--- src/hdl/u2a_pkg.sv ---
// Package for the UTF-8 to ASCII transliterator: item types, character codes
// and the accent-stripping letter table. No dependencies.
`default_nettype none

package u2a_pkg;

    // Depth of the result queue in front of the master port.
    localparam int QUEUE_DEPTH = 4;
    localparam int QPTR_W      = $clog2(QUEUE_DEPTH);
    localparam int QCNT_W      = $clog2(QUEUE_DEPTH + 1);

    // Byte classes and masks used by the decoder.
    localparam logic [7:0] LEAD2_MASK = 8'hE0;
    localparam logic [7:0] LEAD2_CODE = 8'hC0;
    localparam logic [7:0] LEAD3_MASK = 8'hF0;
    localparam logic [7:0] LEAD3_CODE = 8'hE0;

    // Code point range covered by the letter table.
    localparam logic [15:0] MAP_BASE = 16'h00C0;
    localparam logic [15:0] MAP_LAST = 16'h017F;

    // Code points that give two letters.
    localparam logic [15:0] CP_AE_UPPER = 16'h00C6;
    localparam logic [15:0] CP_AE_LOWER = 16'h00E6;
    localparam logic [15:0] CP_SHARP_S  = 16'h00DF;

    // ASCII codes.
    localparam logic [6:0] CH_QMARK = 7'h3F;
    localparam logic [6:0] CH_A     = 7'h41;
    localparam logic [6:0] CH_C     = 7'h43;
    localparam logic [6:0] CH_D     = 7'h44;
    localparam logic [6:0] CH_E     = 7'h45;
    localparam logic [6:0] CH_G     = 7'h47;
    localparam logic [6:0] CH_I     = 7'h49;
    localparam logic [6:0] CH_L     = 7'h4C;
    localparam logic [6:0] CH_N     = 7'h4E;
    localparam logic [6:0] CH_O     = 7'h4F;
    localparam logic [6:0] CH_R     = 7'h52;
    localparam logic [6:0] CH_S     = 7'h53;
    localparam logic [6:0] CH_T     = 7'h54;
    localparam logic [6:0] CH_U     = 7'h55;
    localparam logic [6:0] CH_Y     = 7'h59;
    localparam logic [6:0] CH_Z     = 7'h5A;
    localparam logic [6:0] CH_LOWER = 7'h20;

    // One result beat.
    typedef struct packed {
        logic       eos;
        logic       char_valid;
        logic [6:0] ch;
    } u2a_item_t;

    // Everything one input byte produces: up to two result beats.
    typedef struct packed {
        logic [1:0]      n;
        u2a_item_t [1:0] item;
    } u2a_res_t;

    // Letter for a code point between MAP_BASE and MAP_LAST; '?' where the
    // table has no entry.
    function automatic logic [6:0] latin_letter(input logic [15:0] cp);
        logic [6:0] up;
        logic       lower;
        up    = CH_QMARK;
        lower = 1'b0;
        if (cp[8] == 1'b0)
        begin
            // Latin-1 Supplement: lower case rows mirror the upper ones.
            lower = cp[5];
            case (cp[4:0]) inside
                [5'h00:5'h05]: up = CH_A;
                5'h07:         up = CH_C;
                [5'h08:5'h0B]: up = CH_E;
                [5'h0C:5'h0F]: up = CH_I;
                5'h10:         up = CH_D;
                5'h11:         up = CH_N;
                [5'h12:5'h16]: up = CH_O;
                5'h18:         up = CH_O;
                [5'h19:5'h1C]: up = CH_U;
                5'h1D:         up = CH_Y;
                5'h1F:         up = cp[5] ? CH_Y : CH_QMARK;
                default:       up = CH_QMARK;
            endcase
        end
        else
        begin
            // Latin Extended-A: upper/lower pairs, mostly upper on even codes.
            lower = cp[0];
            case (cp[7:0]) inside
                [8'h00:8'h05]: up = CH_A;
                [8'h06:8'h0D]: up = CH_C;
                [8'h0E:8'h11]: up = CH_D;
                [8'h12:8'h1B]: up = CH_E;
                [8'h1C:8'h23]: up = CH_G;
                [8'h30:8'h31]: up = CH_I;
                [8'h41:8'h42]:
                begin
                    up    = CH_L;
                    lower = ~cp[0];
                end
                [8'h43:8'h48]:
                begin
                    up    = CH_N;
                    lower = ~cp[0];
                end
                [8'h4C:8'h51]: up = CH_O;
                [8'h54:8'h59]: up = CH_R;
                [8'h5A:8'h61]: up = CH_S;
                [8'h62:8'h67]: up = CH_T;
                [8'h68:8'h73]: up = CH_U;
                [8'h79:8'h7E]:
                begin
                    up    = CH_Z;
                    lower = ~cp[0];
                end
                default:       up = CH_QMARK;
            endcase
        end
        if (up == CH_QMARK)
            return CH_QMARK;
        else
            return lower ? (up | CH_LOWER) : up;
    endfunction

endpackage

`default_nettype wire

--- src/hdl/u2a_decode.sv ---
// UTF-8 sequence decoder: keeps the open-sequence state and turns one byte
// into zero, one or two result beats. Depends on u2a_pkg.
`default_nettype none

module u2a_decode
    import u2a_pkg::*;
(
    input  wire logic       clk,
    input  wire logic       rst_n,
    input  wire logic       fire,       // byte in b is consumed this cycle
    input  wire logic [7:0] b,
    input  wire logic       last,
    output u2a_res_t        res
);

    logic [1:0]  exp_reg, exp_next;       // tail bytes of the open sequence
    logic        col_reg, col_next;       // first tail byte of three taken
    logic [15:0] part_reg, part_next;     // code point bits gathered so far

    logic [15:0] cp;
    u2a_item_t   it0, it1;
    logic [1:0]  n;

    assign cp = part_reg | {10'd0, b[5:0]};

    // Decode the byte against the open sequence.
    always_comb
    begin
        exp_next  = exp_reg;
        col_next  = col_reg;
        part_next = part_reg;
        n         = 2'd0;
        it0       = '0;
        it1       = '0;
        if (exp_reg == 2'd0)
        begin
            if (b[7] == 1'b0)
            begin
                n      = 2'd1;
                it0.ch = b[6:0];
            end
            else if ((b & LEAD2_MASK) == LEAD2_CODE)
            begin
                if (!last)
                begin
                    exp_next  = 2'd1;
                    col_next  = 1'b0;
                    part_next = {5'd0, b[4:0], 6'd0};
                end
            end
            else if ((b & LEAD3_MASK) == LEAD3_CODE)
            begin
                if (!last)
                begin
                    exp_next  = 2'd2;
                    col_next  = 1'b0;
                    part_next = {b[3:0], 12'd0};
                end
            end
        end
        else if (exp_reg == 2'd1 || col_reg)
        begin
            // Sequence complete: map the code point.
            if (cp == CP_AE_UPPER)
            begin
                n      = 2'd2;
                it0.ch = CH_A;
                it1.ch = CH_E;
            end
            else if (cp == CP_AE_LOWER)
            begin
                n      = 2'd2;
                it0.ch = CH_A | CH_LOWER;
                it1.ch = CH_E | CH_LOWER;
            end
            else if (cp == CP_SHARP_S)
            begin
                n      = 2'd2;
                it0.ch = CH_S | CH_LOWER;
                it1.ch = CH_S | CH_LOWER;
            end
            else if (cp < MAP_BASE || cp > MAP_LAST)
            begin
                n      = 2'd1;
                it0.ch = CH_QMARK;
            end
            else
            begin
                n      = 2'd1;
                it0.ch = latin_letter(cp);
            end
            exp_next  = 2'd0;
            col_next  = 1'b0;
            part_next = '0;
        end
        else if (!last)
        begin
            col_next  = 1'b1;
            part_next = part_reg | {4'd0, b[5:0], 6'd0};
        end
        else
        begin
            // Lead dropped; the tail byte stands alone as the final byte.
            if (b[7] == 1'b0)
            begin
                n      = 2'd1;
                it0.ch = b[6:0];
            end
            exp_next  = 2'd0;
            col_next  = 1'b0;
            part_next = '0;
        end

        it0.char_valid = (n != 2'd0);
        it1.char_valid = (n == 2'd2);

        // The final byte closes any sequence and marks its last beat.
        if (last)
        begin
            exp_next  = 2'd0;
            col_next  = 1'b0;
            part_next = '0;
            if (n == 2'd2)
                it1.eos = 1'b1;
            else
            begin
                n       = 2'd1;
                it0.eos = 1'b1;
            end
        end

        res.n       = n;
        res.item[0] = it0;
        res.item[1] = it1;
    end

    // Sequence state.
    always_ff @(posedge clk or negedge rst_n)
    begin
        if (!rst_n)
        begin
            exp_reg  <= 2'd0;
            col_reg  <= 1'b0;
            part_reg <= '0;
        end
        else if (fire)
        begin
            exp_reg  <= exp_next;
            col_reg  <= col_next;
            part_reg <= part_next;
        end
    end

endmodule

`default_nettype wire

--- src/hdl/utf8_to_ascii_transliterator.sv ---
// UTF-8 to ASCII transliterator, top level. Depends on u2a_pkg, u2a_decode.
// A byte passes through the input register, then the result queue, before
// its first result beat. Throughput: one byte per cycle while the queue
// has room for two beats; a code point that gives two letters (AE,
// ae, ss) sends two beats, limited by the single master port.
// Reset (rst_n, asynchronous, active low) empties the input register and the
// result queue and closes any open sequence.
`default_nettype none

module utf8_to_ascii_transliterator
    import u2a_pkg::*;
(
    input  wire logic       clk,
    input  wire logic       rst_n,
    input  wire logic       s_tvalid,
    output logic            s_tready,
    input  wire logic [7:0] s_tdata,    // [7:0] in_byte
    input  wire logic       s_tlast,    // last_byte
    output logic            m_tvalid,
    input  wire logic       m_tready,
    output logic [7:0]      m_tdata,    // [6:0] out_char, [7] zero
    output logic            m_tuser,    // char_valid
    output logic            m_tlast     // end_of_string
);

    logic        stg_valid_reg;
    logic [7:0]  stg_byte_reg;
    logic        stg_last_reg;
    logic        advance;
    logic        pop;
    u2a_res_t    res;

    u2a_item_t   q_reg [QUEUE_DEPTH];
    logic [QPTR_W-1:0] rd_ptr_reg, wr_ptr_reg, wr_ptr1;
    logic [QCNT_W-1:0] cnt_reg;

    // The staged byte moves on when the queue has room for two beats,
    // counting the slot freed by a beat leaving in the same cycle.
    assign pop      = m_tvalid && m_tready;
    assign advance  = stg_valid_reg &&
                      ((cnt_reg <= QCNT_W'(QUEUE_DEPTH - 2)) ||
                       (pop && (cnt_reg == QCNT_W'(QUEUE_DEPTH - 1))));
    assign s_tready = !stg_valid_reg || advance;
    assign wr_ptr1  = wr_ptr_reg + QPTR_W'(1);

    // Input register.
    always_ff @(posedge clk or negedge rst_n)
    begin
        if (!rst_n)
            stg_valid_reg <= 1'b0;
        else if (s_tready)
            stg_valid_reg <= s_tvalid;
    end

    always_ff @(posedge clk)
    begin
        if (s_tvalid && s_tready)
        begin
            stg_byte_reg <= s_tdata;
            stg_last_reg <= s_tlast;
        end
    end

    u2a_decode u_decode (
        .clk   (clk),
        .rst_n (rst_n),
        .fire  (advance),
        .b     (stg_byte_reg),
        .last  (stg_last_reg),
        .res   (res)
    );

    // Result queue storage.
    always_ff @(posedge clk)
    begin
        if (advance && res.n != 2'd0)
            q_reg[wr_ptr_reg] <= res.item[0];
        if (advance && res.n == 2'd2)
            q_reg[wr_ptr1] <= res.item[1];
    end

    // Result queue pointers and fill count.
    always_ff @(posedge clk or negedge rst_n)
    begin
        if (!rst_n)
        begin
            rd_ptr_reg <= '0;
            wr_ptr_reg <= '0;
            cnt_reg    <= '0;
        end
        else
        begin
            if (pop)
                rd_ptr_reg <= rd_ptr_reg + QPTR_W'(1);
            if (advance)
                wr_ptr_reg <= wr_ptr_reg + QPTR_W'(res.n);
            cnt_reg <= cnt_reg + (advance ? QCNT_W'(res.n) : QCNT_W'(0))
                               - QCNT_W'(pop);
        end
    end

    // Master beat.
    assign m_tvalid = (cnt_reg != '0);
    assign m_tdata  = {1'b0, q_reg[rd_ptr_reg].ch};
    assign m_tuser  = q_reg[rd_ptr_reg].char_valid;
    assign m_tlast  = q_reg[rd_ptr_reg].eos;

endmodule

`default_nettype wire

--- config.mk ---
export PLATFORM = sky130hd
export DESIGN_NAME = utf8_to_ascii_transliterator
export DESIGN_NICKNAME = d
export VERILOG_FILES = /design/src/hdl/u2a_pkg.sv /design/src/hdl/u2a_decode.sv /design/src/hdl/utf8_to_ascii_transliterator.sv
export SDC_FILE = /design/constraint.sdc
export NUM_CORES = 1
export LEC_CHECK = 0
export ABC_AREA = 1
export BUFFER_PORTS_ARGS = -buffer_cell sky130_fd_sc_hd__buf_2
export CAP_MARGIN = 10
export CORE_MARGIN = 2
export CORE_UTILIZATION = 50
export CTS_BUF_LIST = sky130_fd_sc_hd__clkbuf_4 sky130_fd_sc_hd__clkbuf_8
export DETAILED_ROUTE_END_ITERATION = 8
export PLACE_DENSITY = 0.71
export SLEW_MARGIN = 20
export SYNTH_ARGS = -nofsm -noshare
export SYNTH_HDL_FRONTEND = slang
export SYNTH_HIERARCHICAL = 1
export SYNTH_SLANG_ARGS = --single-unit
--- constraint.sdc ---
create_clock -name clk -period 6.8 [get_ports clk]
set_clock_uncertainty 0.2 [all_clocks]
set_input_delay 0 -clock clk [delete_from_list [all_inputs] [get_ports clk]]
set_output_delay 0 -clock clk [all_outputs]
set_load 0.01 [all_outputs]
Word-level counts from Yosys, hierarchy flattened
Memories as Yosys holds them, arrays and structs flattened.
Cells that the tools add are included.
{ "totals": {"ramBits": 36, "output_inout_bits": 12, "word_cells": 219, "reg_bits": 36, "mem_count": 1, "inputBits": 13} }
{ "op_classes": {"reduce_logical": 37, "addsub": 5, "n_mux": 105, "order_cmp": 41, "eq_ne": 18, "bitwise": 3} }
{ "mem_list": {"columns": ["name", "depth", "width", "rd", "rd_clocked_by_memory_dff", "write_ports", "line_no", "source"], "rows": [
  ["q_reg", 4, 9, 1, 0, 2, "utf8_to_ascii_transliterator.sv:33", "u2a_item_t q_reg [QUEUE_DEPTH];"]
]} }
{ "op_table": {"columns": ["operator", "count"], "rows": [
  ["$mux W7", 47],
  ["$mux W16", 6],
  ["$ge A8 B7 Y1 const B", 8],
  ["$le A8 B7 Y1 const B", 8],
  ["$eq A16 B8 Y1 const B", 3],
  ["$mux W1", 37],
  ["$mux W2", 14],
  ["$eq A5 B5 Y1 const B", 5],
  ["$logic_and A1 B1 Y1", 25],
  ["$ge A8 B5 Y1 const B", 2],
  ["$gt A16 B9 Y1 const B", 1],
  ["$le A8 B5 Y1 const B", 2],
  ["$le A8 B6 Y1 const B", 2],
  ["$lt A16 B8 Y1 const B", 1],
  ["$or A16 B12 Y16", 1],
  ["$or A16 B6 Y16", 1],
  ["$ge A5 B4 Y1 const B", 2],
  ["$ge A5 B5 Y1 const B", 2],
  ["$le A5 B4 Y1 const B", 2],
  ["$le A5 B5 Y1 const B", 2],
  ["$ge A8 B1 Y1 const B", 1],
  ["$ge A8 B3 Y1 const B", 1],
  ["$ge A8 B4 Y1 const B", 1],
  ["$ge A8 B6 Y1 const B", 1],
  ["27 further kinds", 34]
]} }

Longest topological paths before layout
{ "logic_depth": {"ltp_word": 32, "ltp_mapped": 19} }

Cells and area by module
Netlist, hierarchy kept.
{ "by_module_without_submodules": {"columns": ["mod", "cells_each", "area_per_inst_um2", "instances"], "rows": [
  ["utf8_to_ascii_transliterator", 297, 2889.0, 1],
  ["u2a_decode", 293, 1664.1, 1]
]} }

Worst setup path before layout
No wires, ideal clock.
{ "synth_timing": {"path_type": "reg2reg", "start": "reg stg_byte_reg[2]", "end": "mem q_reg[1][0] (netlist name), enable pin", "required_ps": 6213, "setup_slack_ps": 3457, "path_stages_with_launch": 14, "synth_period_minus_slack_ps": 3343, "n_path_buf": 2, "arrival_time_ps": 2756, "path_cell_list": "edfxtp_1 > buf_4 > nand2_1 > nor3_2 > nand3_2 > nand2_2 > nand2_4 > clkinv_2 > nor2_1 > or3_1 > nor2_4 > nand4_4 > buf_6 > o21ai_0"} }
{ "synth_rtl": {"columns": ["item", "line_no", "source"], "rows": [
  ["start: declaration", "utf8_to_ascii_transliterator.sv:27", "logic [7:0] stg_byte_reg;"],
  ["start signal: assignment", "utf8_to_ascii_transliterator.sv:59", "stg_byte_reg <= s_tdata;"],
  ["end: declaration", "utf8_to_ascii_transliterator.sv:33", null]
]} }

==> impl_metrics.env <==
export IMPL_status="finished, final reports clean"
export IMPL_start_kind="flip-flop"
export IMPL_max_freq_ghz=0.2378
export IMPL_utilization=0.5633
export IMPL_syn_cell_area_sq_um=4553
export IMPL_path_class="reg2reg"
export IMPL_path_cells="inv_1 > nand2_1 > nor3_2 > nand3_2 > nand2_2 > nand2_4 > clkinv_2 > nor2_1 > or3_1 > nor2_4 > nand4_4 > o21ai_1"
export IMPL_slew_headroom=0.2163
export IMPL_met2_usage=0.4319
export IMPL_nets=628
export IMPL_tightest_slew_ns=1.167
export IMPL_finalCriticalPeriod_ns=4.205
export IMPL_grt_max_degree=41
export IMPL_cp_arrival_ns=3.98
export IMPL_path_clk_slew_ns=0.07
export IMPL_routed_via_density=5.668
export IMPL_grt_overflow=0
export IMPL_gp_congestion=0.9339
export IMPL_avgSynthCellArea_sq_um=7.717
export IMPL_final_setup_viol_count=0
export IMPL_yosys_area_top_type_share=0.2968
export IMPL_crit_family="simple AND/OR/NAND/NOR gates"
export IMPL_yosysTopAreaCell="edfxtp_1"
export IMPL_async_flop_share=0.3182
export IMPL_cp_required_ns=6.57
export IMPL_initial_core_util=0.5196
export IMPL_tns_ns=0
export IMPL_period_share=0.6184
export IMPL_drt_initial_drc_count=259
export IMPL_placed_area_sq_um=4583
export IMPL_fillers=817
export IMPL_min_path_type="in2async"
export IMPL_rows=34
export IMPL_drc=0
export IMPL_wirelength_mm=11.80
export IMPL_slew_viol_final=0
export IMPL_crit_slowest_cell="o21ai_1"
export IMPL_mappedNetlistNets=608
export IMPL_die_w_um=99.43
export IMPL_rsz0062_at_grt="no"
export IMPL_antenna_found_initial=0
export IMPL_ys_seq_area_frac=0.4122
export IMPL_synthCells=590
export IMPL_r2r_slack_ns=2.59
export IMPL_grt_pass1_wl_mm=19.25
export IMPL_grt_pass1_vias=3915
export IMPL_dp_hpwl_mm=8.944
export IMPL_routed_wire_length_per_instance_um=16.34
export IMPL_critPathBufInv=2
export IMPL_antenna_left=0
export IMPL_synth_area_leaders="edfxtp_1 30%, dfrtp_1 12%, nand2_1 11%"
export IMPL_cts_setup_buffers=0
export IMPL_p_leak_nw=2.160
export IMPL_drive_gt1_frac=0.1124
export IMPL_cts_path_max_buffers=2
export IMPL_final_area_sq_um=4936
export IMPL_slowest_delay_ns=0.76
export IMPL_cap_violations=0
export IMPL_endpoint_kind="flip-flop"
export IMPL_crit_path_max_fanout=40
export IMPL_antenna_cells=0
export IMPL_cts_tree="built"
export IMPL_io_buffers=23
export IMPL_die_y_um=99.43
export IMPL_clock_sinks=66
export IMPL_globalRouteMet1Util=0.3010
export IMPL_boundaryPins=25
export IMPL_cts_max_level=3
export IMPL_dieArea_sq_um=9885
export IMPL_largest_register_ffs=36
export IMPL_core_area_sq_um=8763
export IMPL_busiest_layer="met2"
export IMPL_cts_root_buf="clkbuf_8"
export IMPL_dr_total_vias=4092
export IMPL_cts_made_buffers=9
export IMPL_synth_main_ff_cell="edfxtp_1"
export IMPL_synth_warnings=6
export IMPL_use_met3=0.03233
export IMPL_synth_cell_types=42
export IMPL_reg2reg_depth=12
export IMPL_vdd_drop_max_mv=0.2095
export IMPL_syn2layout_area_growth_pct=8.409
export IMPL_hold_viol_final=0
export IMPL_ys_ff_latch=66
export IMPL_synth_edf_count=45
export IMPL_r2r_end="q_reg[3][8]$_DFFE_PP_"
export IMPL_grt_use_total=0.2476
export IMPL_first_pass_iters=5
export IMPL_clkLatencyLatePin_ns=0.35
export IMPL_p_per_area_nw_per_um2=437.1
export IMPL_r2r_start="stg_byte_reg[3]$_DFFE_PP_"
## tightest hold or removal path: stages
cell,delay (ns)
dlygate4sd3_1,0.52
buf_2,0.09
buf_2,0.40
## cells in the mapped netlist, types with 10 or more instances
master	instances
o21ai_0	43
edfxtp_1	45
inv_1	54
nand3_1	53
a21oi_1	19
o22ai_1	11
nand4_1	11
dfrtp_1	21
buf_6	10
nor2_1	73
o21bai_1	36
nand2_1	133
## layer usage
metal | vias to the layer above | share of wire
li1 | 2006 | -
met1 | 1840 | 0.40
met2 | 207 | 0.50
met3 | 39 | 0.064
met4 | 0 | 0.041
met5 | - | 0
## stage by stage
stage	hold WS, ns	worst slack (ns)	total power, mW	std cells
after floorplan	-0.4956	3.457	1.485	590
after global placement	-0.2202	2.558	1.758	693
after detailed placement	-0.2068	2.356	1.772	693
after CTS	0.1535	2.329	2.144	722
after global routing	0.1038	2.225	2.325	722
final	0.02248	2.595	2.157	722
## where the power goes
part	internal [mW]	switching (mW)
Clock	0.222	0.142
Combinational	0.356	0.740
Sequential	0.590	0.108
Total	1.17	0.990
## worst max-delay path by stage
stage / end / from / depth (start not counted)
2_1_floorplan: q_reg[1][0]$_DFFE_PP_ / stg_byte_reg[2]$_DFFE_PP_ / 13
3_3_place_gp: q_reg[2][5]$_DFFE_PP_ / stg_byte_reg[3]$_DFFE_PP_ / 12
3_5_place_dp: q_reg[3][5]$_DFFE_PP_ / stg_byte_reg[3]$_DFFE_PP_ / 12
4_1_cts: q_reg[3][8]$_DFFE_PP_ / stg_byte_reg[3]$_DFFE_PP_ / 12
5_1_grt: q_reg[2][7]$_DFFE_PP_ / stg_byte_reg[3]$_DFFE_PP_ / 12
6_report: q_reg[3][8]$_DFFE_PP_ / stg_byte_reg[3]$_DFFE_PP_ / 12
## cell type report
class / instances / area [sq um] / area share
clock inverter: 3 / 65.06 / 0.01318
tap: 108 / 135.1 / 0.02738
timing repair buffer: 37 / 250.2 / 0.05070
clock buffer: 12 / 152.6 / 0.03093
multi-input combinational: 428 / 2197 / 0.4451
inverter: 68 / 259.0 / 0.05247
sequential: 66 / 1877 / 0.3802
## placed cells by master (no fill, tap or decap), types with 2 or more instances in the layout
cell type      Yosys  layout
nand4_1           11      11
dfrtp_1           21      21
nor3_2             3       3
a21oi_1           19      19
o21bai_1          36      36
xor2_1             3       3
nand2_1          133     133
clkbuf_8           0      10
clkinv_2           1       2
nor2_4             3       3
conb_1             2       2
o21ai_1            5       9
edfxtp_1          45      45
dlygate4sd3_1      0      13
o22ai_1           11      11
nand2_2            3       3
bufinv_16          0       2
ha_1               4       4
nand3_2            5       5
inv_1             54      54
buf_2              5      24
nand2_4            2       2
nor2_1            73      73
o21ai_0           43      39
clkinv_1           5       5
a31oi_1            3       3
nand3_1           53      53
clkbuf_4           0       2
inv_2              7       7
nor3_1             4       4
## logic make-up (layout without fill, tap and decap cells)
kind of cell             Yosys count  count (layout)  synth area share
adder cells (fa/ha/maj)            5               5           0.01539
XOR/XNOR                           4               4          0.007696
AO/OA/AOI/OAI                    121             121            0.1594
other                              2               2          0.001649
AND/OR/NAND/NOR                  296             296            0.2984
buffers and inverters             96             120            0.1052
flip-flops                        66              66            0.4122
## what timing repair did
action / 4_1_cts / 5_1_grt
hold buffers: 14 / 0
resized for setup: 0 / 0
setup endpoints to repair: 0 / 0
endpoints found under the hold margin: 33 / 0
Power figures use the tool's default switching activity.
